===== src/rtl/bgd_pkg.sv =====
// ----------------------------------------------------------------------------
// Button gesture detector package
// Shared types, state and event codes, register indexes and reset values.
// ----------------------------------------------------------------------------
package bgd_pkg;

  localparam int unsigned STAMP_WIDTH_DEF = 32;
  localparam int unsigned CFG_W           = 16;
  localparam int unsigned CFG_IDX_W       = 2;

  // Register reset values
  localparam logic [CFG_W-1:0] DEBOUNCE_RST      = 16'd50;
  localparam logic [CFG_W-1:0] LONG_PRESS_RST    = 16'd1000;
  localparam logic [CFG_W-1:0] DOUBLE_CLICK_RST  = 16'd400;
  localparam logic [CFG_W-1:0] RELEASE_GUARD_RST = 16'd100;

  // Register indexes
  localparam logic [CFG_IDX_W-1:0] REG_DEBOUNCE      = 2'd0;
  localparam logic [CFG_IDX_W-1:0] REG_LONG_PRESS    = 2'd1;
  localparam logic [CFG_IDX_W-1:0] REG_DOUBLE_CLICK  = 2'd2;
  localparam logic [CFG_IDX_W-1:0] REG_RELEASE_GUARD = 2'd3;

  typedef enum logic [2:0] {
    ST_IDLE     = 3'd0,
    ST_DEBOUNCE = 3'd1,
    ST_PRESSED  = 3'd2,
    ST_LONG     = 3'd3,
    ST_GUARD    = 3'd4,
    ST_DWAIT    = 3'd5
  } state_e;

  typedef enum logic [1:0] {
    EV_NONE   = 2'd0,
    EV_SINGLE = 2'd1,
    EV_DOUBLE = 2'd2,
    EV_LONG   = 2'd3
  } event_e;

  typedef struct packed {
    logic        button_level;
    logic [31:0] now_ms;
  } in_word_t;

  typedef struct packed {
    logic [1:0] gesture_event;
    logic [2:0] fsm_state_out;
  } out_word_t;

  typedef struct packed {
    logic [CFG_W-1:0] debounce_ms;
    logic [CFG_W-1:0] long_press_ms;
    logic [CFG_W-1:0] double_click_ms;
    logic [CFG_W-1:0] release_guard_ms;
  } cfg_t;

endpackage


===== src/rtl/button_gesture_detector.sv =====
// ----------------------------------------------------------------------------
// Button gesture detector
// Turns button poll samples into single click, double click and long press.
// ----------------------------------------------------------------------------
// Throughput: one sample word per cycle while the consumer does not stall;
// the single-pass step logic sits between the input register and the result
// register, which hold an accepted sample and then its result word.
// Reset: asynchronous, active low; the machine returns to idle with cleared
// stamps, tally and flags, and the thresholds take 50, 1000, 400 and 100 ms.
module button_gesture_detector #(
  parameter int unsigned STAMP_WIDTH = bgd_pkg::STAMP_WIDTH_DEF
) (
  input  logic                          clk_i,
  input  logic                          rst_ni,
  // Sample input channel
  input  logic                          in_valid_i,
  output logic                          in_stall_o,
  input  bgd_pkg::in_word_t             in_word_i,
  // Result output channel
  output logic                          out_valid_o,
  input  logic                          out_stall_i,
  output bgd_pkg::out_word_t            out_word_o,
  // Configuration write port
  input  logic                          cfg_we_i,
  input  logic [bgd_pkg::CFG_IDX_W-1:0] cfg_idx_i,
  input  logic [bgd_pkg::CFG_W-1:0]     cfg_wdata_i
);
  import bgd_pkg::*;

  // Input register: one sample word waiting for the step logic.
  logic      in_valid_q, in_valid_d;
  in_word_t  in_word_q;

  // Result register: one finished word waiting for the consumer.
  logic      out_valid_q, out_valid_d;
  out_word_t out_word_q;

  cfg_t      cfg;
  out_word_t step_result;
  logic      advance;
  logic      in_accept;

  // The held sample is processed when the result register is free or is
  // being emptied in this same cycle, so words stream at full rate.
  assign advance    = in_valid_q && (!out_valid_q || !out_stall_i);
  assign in_stall_o = in_valid_q && !advance;
  assign in_accept  = in_valid_i && !in_stall_o;

  always_comb begin
    in_valid_d = in_valid_q;
    if (in_accept) begin
      in_valid_d = 1'b1;
    end else if (advance) begin
      in_valid_d = 1'b0;
    end
  end

  always_comb begin
    out_valid_d = out_valid_q;
    if (advance) begin
      out_valid_d = 1'b1;
    end else if (!out_stall_i) begin
      out_valid_d = 1'b0;
    end
  end

  always_ff @(posedge clk_i or negedge rst_ni) begin
    if (!rst_ni) begin
      in_valid_q  <= 1'b0;
      out_valid_q <= 1'b0;
    end else begin
      in_valid_q  <= in_valid_d;
      out_valid_q <= out_valid_d;
    end
  end

  // Payload registers carry no reset; their valid bits guard them.
  always_ff @(posedge clk_i) begin
    if (in_accept) begin
      in_word_q <= in_word_i;
    end
    if (advance) begin
      out_word_q <= step_result;
    end
  end

  bgd_cfg_regs u_cfg_regs (
    .clk_i       (clk_i),
    .rst_ni      (rst_ni),
    .cfg_we_i    (cfg_we_i),
    .cfg_idx_i   (cfg_idx_i),
    .cfg_wdata_i (cfg_wdata_i),
    .cfg_o       (cfg)
  );

  // The gesture state moves forward exactly once per processed sample.
  bgd_fsm #(
    .STAMP_WIDTH (STAMP_WIDTH)
  ) u_fsm (
    .clk_i    (clk_i),
    .rst_ni   (rst_ni),
    .step_i   (advance),
    .word_i   (in_word_q),
    .cfg_i    (cfg),
    .result_o (step_result)
  );

  assign out_valid_o = out_valid_q;
  assign out_word_o  = out_word_q;

endmodule


===== src/rtl/bgd_cfg_regs.sv =====
// ----------------------------------------------------------------------------
// Button gesture detector configuration registers
// Holds the four timing thresholds, written through a plain write port.
// ----------------------------------------------------------------------------
module bgd_cfg_regs (
  input  logic                         clk_i,
  input  logic                         rst_ni,
  input  logic                         cfg_we_i,
  input  logic [bgd_pkg::CFG_IDX_W-1:0] cfg_idx_i,
  input  logic [bgd_pkg::CFG_W-1:0]     cfg_wdata_i,
  output bgd_pkg::cfg_t                cfg_o
);
  import bgd_pkg::*;

  cfg_t cfg_q, cfg_d;

  always_comb begin
    cfg_d = cfg_q;
    if (cfg_we_i) begin
      unique case (cfg_idx_i)
        REG_DEBOUNCE:      cfg_d.debounce_ms      = cfg_wdata_i;
        REG_LONG_PRESS:    cfg_d.long_press_ms    = cfg_wdata_i;
        REG_DOUBLE_CLICK:  cfg_d.double_click_ms  = cfg_wdata_i;
        REG_RELEASE_GUARD: cfg_d.release_guard_ms = cfg_wdata_i;
        default:           cfg_d = cfg_q;
      endcase
    end
  end

  always_ff @(posedge clk_i or negedge rst_ni) begin
    if (!rst_ni) begin
      cfg_q.debounce_ms      <= DEBOUNCE_RST;
      cfg_q.long_press_ms    <= LONG_PRESS_RST;
      cfg_q.double_click_ms  <= DOUBLE_CLICK_RST;
      cfg_q.release_guard_ms <= RELEASE_GUARD_RST;
    end else begin
      cfg_q <= cfg_d;
    end
  end

  assign cfg_o = cfg_q;

endmodule


===== src/rtl/bgd_fsm.sv =====
// ----------------------------------------------------------------------------
// Button gesture detector state machine
// Holds the gesture state and computes one step and its event per sample.
// ----------------------------------------------------------------------------
module bgd_fsm #(
  parameter int unsigned STAMP_WIDTH = bgd_pkg::STAMP_WIDTH_DEF
) (
  input  logic                 clk_i,
  input  logic                 rst_ni,
  input  logic                 step_i,
  input  bgd_pkg::in_word_t    word_i,
  input  bgd_pkg::cfg_t        cfg_i,
  output bgd_pkg::out_word_t   result_o
);
  import bgd_pkg::*;

  state_e                 state_q, state_d;
  logic [STAMP_WIDTH-1:0] press_q, press_d;
  logic [STAMP_WIDTH-1:0] rel_q, rel_d;
  logic [1:0]             tally_q, tally_d;
  logic                   long_q, long_d;
  logic                   dbl_q, dbl_d;

  logic [STAMP_WIDTH-1:0] now_stamp;
  logic [STAMP_WIDTH-1:0] el_press;
  logic [STAMP_WIDTH-1:0] el_rel;
  logic [1:0]             tally_inc;
  logic                   pressed;
  event_e                 ev;

  assign pressed   = word_i.button_level;
  assign now_stamp = STAMP_WIDTH'(word_i.now_ms);
  assign el_press  = now_stamp - press_q;
  assign el_rel    = now_stamp - rel_q;
  assign tally_inc = tally_q + 2'd1;

  // Next state and bookkeeping for one sample.
  always_comb begin
    state_d = state_q;
    press_d = press_q;
    rel_d   = rel_q;
    tally_d = tally_q;
    long_d  = long_q;
    dbl_d   = dbl_q;
    unique case (state_q)
      ST_IDLE: begin
        if (pressed) begin
          state_d = ST_DEBOUNCE;
          press_d = now_stamp;
          long_d  = 1'b0;
          dbl_d   = 1'b0;
        end
      end
      ST_DEBOUNCE: begin
        if (!pressed) begin
          state_d = ST_IDLE;
        end else if (el_press >= STAMP_WIDTH'(cfg_i.debounce_ms)) begin
          state_d = ST_PRESSED;
          press_d = now_stamp;
        end
      end
      ST_PRESSED: begin
        if (!pressed) begin
          state_d = ST_GUARD;
          rel_d   = now_stamp;
          if (el_press < STAMP_WIDTH'(cfg_i.long_press_ms)) begin
            tally_d = tally_inc;
            if (tally_inc == 2'd1) begin
              state_d = ST_DWAIT;
            end else if (tally_inc == 2'd2) begin
              dbl_d   = 1'b1;
              tally_d = 2'd0;
            end
          end
        end else if (el_press >= STAMP_WIDTH'(cfg_i.long_press_ms)) begin
          state_d = ST_LONG;
          long_d  = 1'b1;
          tally_d = 2'd0;
        end
      end
      ST_LONG: begin
        if (!pressed) begin
          state_d = ST_GUARD;
          rel_d   = now_stamp;
        end
      end
      ST_GUARD: begin
        if (el_rel >= STAMP_WIDTH'(cfg_i.release_guard_ms)) begin
          state_d = ST_IDLE;
        end
      end
      ST_DWAIT: begin
        if (pressed) begin
          tally_d = tally_inc;
          if (tally_inc == 2'd2) begin
            dbl_d   = 1'b1;
            tally_d = 2'd0;
          end
          state_d = ST_DEBOUNCE;
          press_d = now_stamp;
        end else if (el_rel >= STAMP_WIDTH'(cfg_i.double_click_ms)) begin
          state_d = ST_IDLE;
        end
      end
      default: state_d = ST_IDLE;
    endcase

    // Report one event by priority and clear what was reported.
    ev = EV_NONE;
    if (long_d) begin
      long_d = 1'b0;
      ev     = EV_LONG;
    end else if (dbl_d) begin
      dbl_d = 1'b0;
      ev    = EV_DOUBLE;
    end else if (tally_d == 2'd1 && state_d == ST_IDLE) begin
      tally_d = 2'd0;
      ev      = EV_SINGLE;
    end
  end

  always_comb begin
    result_o.gesture_event = ev;
    result_o.fsm_state_out = state_d;
  end

  always_ff @(posedge clk_i or negedge rst_ni) begin
    if (!rst_ni) begin
      state_q <= ST_IDLE;
      press_q <= '0;
      rel_q   <= '0;
      tally_q <= 2'd0;
      long_q  <= 1'b0;
      dbl_q   <= 1'b0;
    end else if (step_i) begin
      state_q <= state_d;
      press_q <= press_d;
      rel_q   <= rel_d;
      tally_q <= tally_d;
      long_q  <= long_d;
      dbl_q   <= dbl_d;
    end
  end

endmodule


===== config.mk =====
export PLATFORM = sky130hd
export DESIGN_NAME = button_gesture_detector
export DESIGN_NICKNAME = d
export VERILOG_FILES = /design/src/rtl/bgd_pkg.sv /design/src/rtl/button_gesture_detector.sv /design/src/rtl/bgd_cfg_regs.sv /design/src/rtl/bgd_fsm.sv
export SDC_FILE = /design/constraint.sdc
export NUM_CORES = 1
export LEC_CHECK = 0
export ABC_AREA = 1
export BUFFER_PORTS_ARGS = -buffer_cell sky130_fd_sc_hd__buf_2
export CELL_PAD_IN_SITES_DETAIL_PLACEMENT = 0
export CELL_PAD_IN_SITES_GLOBAL_PLACEMENT = 1
export CORE_UTILIZATION = 30
export CTS_BUF_LIST = sky130_fd_sc_hd__clkbuf_4
export DETAILED_ROUTE_END_ITERATION = 10
export GPL_ROUTABILITY_DRIVEN = 0
export PLACE_DENSITY = 0.59
export SETUP_SLACK_MARGIN = 0.3
export SLEW_MARGIN = 10
export SYNTH_ARGS = -nofsm -noshare
export SYNTH_HDL_FRONTEND = slang
export SYNTH_HIERARCHICAL = 1
export SYNTH_SLANG_ARGS = --single-unit

===== constraint.sdc =====
create_clock -name clk_i -period 9.2 [get_ports clk_i]
set_input_delay 0.92 -clock clk_i [delete_from_list [all_inputs] [get_ports clk_i]]
set_output_delay 0.92 -clock clk_i [all_outputs]
set_load 0.01 [all_outputs]

After elaboration in Yosys (flattened, before gate mapping):

Index checks and enable logic that the tools add are counted.

* flip-flop bits (word level): 174
* bits in latches: 0
* RAM bits: 0
* memory bits (read-only): 0
* input port bits: 56
* output and inout bits: 7
* logic and storage cells: 106
* memories: 0

* $add $sub $neg: 3
* multipliers: 0
* divide/modulo/power cells: 0
* order comparisons: 5
* equality and inequality tests: 15
* shift-type cells: 0
* mux-type cells: 43
* bitwise gates (word level): 1
* reductions and logical operators: 23

Operators by type and width (count)
* 32-bit by 16-bit >= comparator with 1-bit output: 4
* 32-bit two-way mux: 3
* 32-bit case mux with 2 select lines: 1
* 32-bit subtractor: 2
* 32-bit by 16-bit less-than comparator with 1-bit output: 1
* 3-bit two-way mux: 10
* 2-bit two-way mux: 9
* 3-bit case mux with 6 select lines: 1
* 1-bit two-way mux: 17
* 2-bit AND reduction: 4
* 2-bit by 1-bit equality test with 1-bit output, second input constant: 3
* 2-bit equality test, second input constant: 3
* 3-bit by 2-bit equality test with 1-bit output, second input constant: 2
* 3-bit equality test, second input constant: 2
* 3-bit logical NOT: 2
* 2-bit by 1-bit inequality test with 1-bit output, second input constant: 3
* 2-bit OR reduction: 3
* 5-bit AND reduction: 1
* 1-bit logical AND: 4
* 1-bit logical NOT: 4
* 2-bit case mux with 2 select lines: 1
* 2-bit nonzero test: 2
* 3-bit by 1-bit equality test with 1-bit output, second input constant: 1
* 1-bit case mux with 3 select lines: 1
* 6 further kinds: 6

Depth between registers and ports, before layout:

* word-level depth: 12
* gate-level depth with buffers: 28
* gate-level depth less buffers: 28

Hierarchy:

Netlist, hierarchy kept.

By module, submodules not included
* bgd_fsm: instances 1, cells each 1714, area an instance 10057.1 µm², seq. area each 1751.7 µm²
* bgd_cfg_regs: instances 1, cells each 285, area an instance 2630.0 µm², seq. area each 1620.3 µm²
* button_gesture_detector: instances 1, cells each 50, area an instance 1236.2 µm², seq. area each 1191.1 µm²

Worst setup path before layout:

No wires, ideal clock.

* path kind: register -> register
* from: register in_word_q[0] in the netlist's numbering
* to: register out_word_q, in the netlist out_word_o[3], data pin
* library setup time: 253 ps
* arrival time: 3103 ps
* data required time: 8947 ps
* path slack: 5844 ps
* stages on the path, launching flop included: 21
* path buffers: 0
* period minus slack after synthesis: 3356 ps
* cell sequence: edfxtp_1 inv_1 ha_1 fa_1 inv_1 nand2_1 a21oi_1 nand2_1 nand3_1 xor2_1 ha_1 nand4_1 o221ai_1 a21oi_1 nand4_1 nand2_1 nand2_1 o21ai_1 nor2_2 nand3_2 nand2_1

* cells in the longest elaborated chain, start to end: 9
* elaborated cells between the ends (all ways): 31
* those cells by class: 2 x add/sub; 5 x order compare; 1 x eq/ne; 21 x mux; 2 x reduce/logical

RTL lines
* from (decl): line button_gesture_detector.sv:32 `in_word_t in_word_q;`
* from (signal assigned): line button_gesture_detector.sv:80 `in_word_q <= in_word_i;`
* 32-bit subtractor, on equally long branches: line bgd_fsm.sv:34, bgd_fsm.sv:33
* 32-bit by 16-bit >= comparator with 1-bit output, or another cell as far along: line bgd_fsm.sv:101 `end else if (el_rel >= STAMP_WIDTH'(cfg_i.double_click_ms)) begin`
* 3-bit two-way mux, or another cell as far along: line bgd_fsm.sv:101
* 3-bit two-way mux, or another cell as far along: line bgd_fsm.sv:93 `if (pressed) begin`
* 3-bit case mux with 6 select lines or 2-bit case mux with 2 select lines (tied branches): line bgd_fsm.sv:45 `unique case (state_q)`
* 3-bit logical NOT or 2-bit by 1-bit equality test with 1-bit output (tied branches): line bgd_fsm.sv:116 `end else if (tally_d == 2'd1 && state_d == ST_IDLE) begin`
* 1-bit logical AND: line bgd_fsm.sv:116
* 1-bit two-way mux: line bgd_fsm.sv:116
* 1-bit two-way mux: line bgd_fsm.sv:113 `end else if (dbl_d) begin`
* to (signal assigned): line button_gesture_detector.sv:83 `out_word_q <= step_result;`
* to (decl): line button_gesture_detector.sv:36 `out_word_t out_word_q;`

Several ways; a longest one is shown, not always the timed one.
A chain may end at the register's enable or synchronous reset.

Final worst setup path:

* from: register in_word_q[1] in the netlist's numbering
* to: register u_fsm.tally_q[0]

* cells in the longest elaborated chain, start to end: 10
* elaborated cells between the ends (all ways): 32
* those cells by class: 2 x add/sub; 5 x order compare; 1 x eq/ne; 22 x mux; 2 x reduce/logical

RTL lines
* 32-bit subtractor, on equally long branches: line bgd_fsm.sv:34, bgd_fsm.sv:33
* 32-bit by 16-bit >= comparator with 1-bit output, or another cell as far along: line bgd_fsm.sv:101
* 3-bit two-way mux, or another cell as far along: line bgd_fsm.sv:101
* 3-bit two-way mux, or another cell as far along: line bgd_fsm.sv:93
* 3-bit case mux with 6 select lines or 2-bit case mux with 2 select lines (tied branches): line bgd_fsm.sv:45
* 3-bit logical NOT or 2-bit by 1-bit equality test with 1-bit output (tied branches): line bgd_fsm.sv:116
* 1-bit logical AND: line bgd_fsm.sv:116
* 2-bit two-way mux: line bgd_fsm.sv:116
* 2-bit two-way mux: line bgd_fsm.sv:113
* 2-bit two-way mux (*): line bgd_fsm.sv:110 `if (long_d) begin`
* to (signal assigned): line bgd_fsm.sv:139 `tally_q <= tally_d;`
* to (decl): line bgd_fsm.sv:20 `logic [1:0] tally_q, tally_d;`

Every way passes the cells marked *; elsewhere a longest branch is shown, timed or not.

==> results.toml <==
[clocking]
ctsHoldBuffers = 0
cts_buffer_depth = 2
cts_root_buf = "clkbuf_4"
cts_tree = "built"
clkLatencyLatePin_ns = 0.72
clkTransAtPathRegs_ns = 0.16
htree_levels = 4
cts_resized = 0
cts_setup_buffers = 0
clkSinkCount = 174
cts_made_buffers = 17

[layout]
drive_gt1_share_pct = 10.4
finalNetCount = 2284
nFillCells = 5067
seq_area_mm2 = 0.00456
multiInputGateArea_mm2 = 0.00758
stdcell_area_mm2 = 0.0151
area_growth_pct = 8.22

[global_route]
grt-ovfl-total = 0
grt_use_total_pct = 19.4
grt_pass1_wl_um = 69100
grt_pass1_vias = 12197
grt_max_degree = 73
antenna_found_initial = 3

[pwr]
p_leak_nw = 8.33
irDropWorstVdd_v = 0.0000860
p_per_area_mw_per_mm2 = 307

[placement]
pre_cts_slack_ns = 4.63
placed_area_mm2 = 0.0148
io_buffer_count = 62
detailed_place_hpwl_um = 35600

[floorplanning]
pin_count = 63
initial_utilization_pct = 30.5
rows = 78
fp.dieArea_mm2 = 0.0473
core_mm2 = 0.0456
dieWidth_um = 217
fp.dieH_um = 217

[route]
drtPass1Iterations = 5
routed_wl_um = 43800
drt_iter0_drc = 685
final_antenna_net_count = 0
vias_per_cell = 4.57
routed-via-count = 12397
avgRoutedWirePerCell_um = 16.1
drc = 0

[worst_setup_path]
r2r_end = "u_fsm/tally_q[0]"
end_kind = "flip-flop"
crit_type = "flip-flop to flip-flop"
timing.rr.start = "in_word_q[1]"
start_kind = "flip-flop"
cp.required_ns = 9.82
arrival_ns = 5.15
reg2reg_depth = 21
worstPathMaxFanout = 6
reg2reg_slack_ns = 4.67

[sta]
setup_ws_ns = 4.67
period_share_pct = 49.2
finalSetupTns_ns = 0
setup-violations-final = 0
fin_skew_ns = 0.0364
hold_violations = 0
worstMarginPinSlew_ns = 1.14
rsz0062_at_grt = "no"
max_freq_mhz = 221
slew_headroom_pct = 23.5
min_period_ns = 4.53
drv_slew = 0

[synthesis]
yosys_most_used_dff = "dfrtp_1"
yosysUniqueCellTypes = 44
synth_edf_count = 38
yosys_register_bits = 174
async_flop_share_pct = 78.2
syn_avg_cell_area_um2 = 6.80
ys_warn_count = 6
synth_area_mm2 = 0.0139
syn_inst = 2049
syn_nets = 2233
ys_seq_area_share_pct = 32.8

[run]
drv_cap = 0

[status]
status = "complete, no violations"

[worst_hold_path]
hold_path_class = "input port to asynchronous set/reset pin"
## where the power goes
| group | internal (mW) | leakage [nW] | switching (mW) | total [mW] |
|---|---|---|---|---|
| clock network | 0.142 | 0.146 | 0.304 | 0.445 |
| registers | 0.994 | 2.04 | 0.132 | 1.13 |
| logic | 1.06 | 6.14 | 2.00 | 3.06 |
| total | 2.20 | 8.33 | 2.43 | 4.63 |
## per-stage QoR
stage                     total power [mW]  util, %  hold WS (ns)  std cells
final                                 4.63     33.1         0.201       2714
after global routing                  5.22     33.1         0.183       2714
after CTS                             4.70     33.1         0.130       2713
after detailed placement              4.22     32.5         0.454       2681
after global placement                4.20     32.5         0.452       2681
after floorplan                       3.36        -         0.442       2049
## critical path: stages (launching register included)
cell and delay (ns):
edfxtp_1 0.45, inv_1 0.17, fa_1 0.51, inv_1 0.13, nand2_1 0.06, a21oi_1 0.32
nand2_1 0.10, nand3_1 0.17, xor2_1 0.31, ha_1 0.30, nand4_1 0.12, o221ai_1 0.13
a21oi_1 0.60, nand4_1 0.30, nand3_2 0.18, nand2_1 0.08, nor2_2 0.14, nand2_1 0.07
nor2_2 0.11, nand3_2 0.08, nand2_1 0.07, nand2_1 0.04
## flip-flops by register name, indices dropped and copies added (netlist names)
register          flops
u_fsm/state_q         3
u_fsm/dbl_q           1
out_word_o            5
in_word_q            33
u_fsm/tally_q         2
out_valid_o           1
u_fsm/rel_q          32
u_fsm/press_q        32
u_cfg_regs/cfg_o     64
in_valid_q            1
## kinds of logic after synthesis
| kind of cell | after synthesis | share of synthesized area (%) |
|---|---|---|
| DFF | 174 | 32.8 |
| adders and majority gates | 128 | 11.6 |
| AOI/OAI and AO/OA | 184 | 7.82 |
| and+or+nand+nor | 1080 | 33.0 |
| xor gates and xnor gates | 32 | 2.01 |
| buffers and inverters | 451 | 12.8 |
## how the worst max path moves through the flow
stage          cells past startpoint    startpoint  slack (ns)                to
5_1_grt                           21  in_word_q[1]        4.22  u_fsm/tally_q[0]
3_3_place_gp                      22  in_word_q[0]        4.61  u_fsm/tally_q[0]
6_report                          21  in_word_q[1]        4.67  u_fsm/tally_q[0]
3_5_place_dp                      21  in_word_q[1]        4.63  u_fsm/tally_q[0]
2_1_floorplan                     20  in_word_q[0]        5.84     out_word_o[3]
4_1_cts                           21  in_word_q[1]        4.58  u_fsm/tally_q[0]
## cell type report
class	count	area share, %
Antenna cell	1	0.0166
Clock buffer	19	0.947
Clock inverter	13	0.747
Inverter	415	10.3
Multi-Input combinational cell	1424	50.3
Sequential cell	174	30.3
Tap cell	600	4.98
Timing Repair Buffer	68	2.40
## cells in the mapped netlist (26+ instances only)
master	n	area share [%]
a21oi_1	79	2.8
dfrtp_1	121	22
edfxtp_1	38	8.2
ha_1	126	11
inv_1	393	11
nand2_1	717	19
nand2_2	38	1.7
nand3_1	87	3.1
nand4_1	61	2.7
nor2_1	126	3.4
o21ai_0	46	1.7
o21ai_2	28	1.8
xor2_1	26	1.6
## cell usage in the layout, fill, tap and decap left out, types with 5 or more instances in the layout
| cell | instances |
|---|---|
| a21oi_1 | 79 |
| buf_2 | 61 |
| buf_4 | 6 |
| clkbuf_4 | 19 |
| clkinv_1 | 9 |
| dfrtp_1 | 121 |
| dfstp_2 | 15 |
| edfxtp_1 | 38 |
| ha_1 | 126 |
| inv_1 | 393 |
| inv_2 | 16 |
| nand2_1 | 716 |
| nand2_2 | 39 |
| nand3_1 | 87 |
| nand3_2 | 8 |
| nand3b_1 | 5 |
| nand4_1 | 61 |
| nor2_1 | 126 |
| nor2_2 | 11 |
| nor3_1 | 17 |
| o21ai_0 | 46 |
| o21ai_1 | 8 |
| o21ai_2 | 28 |
| o21bai_1 | 10 |
| xnor2_1 | 6 |
| xor2_1 | 26 |
## metal layers
metal / global-route usage [%] / share of wire [%] / up-vias / routed length (µm)
li1: - / - / 6483 / -
met1: 26.8 / 50 / 5712 / 21800
met2: 30.3 / 44 / 155 / 19400
met3: 3.47 / 3.4 / 47 / 1470
met4: 6.69 / 2.4 / 0 / 1060
met5: 0 / 0 / - / 0
(Power assumes the default switching activity.)
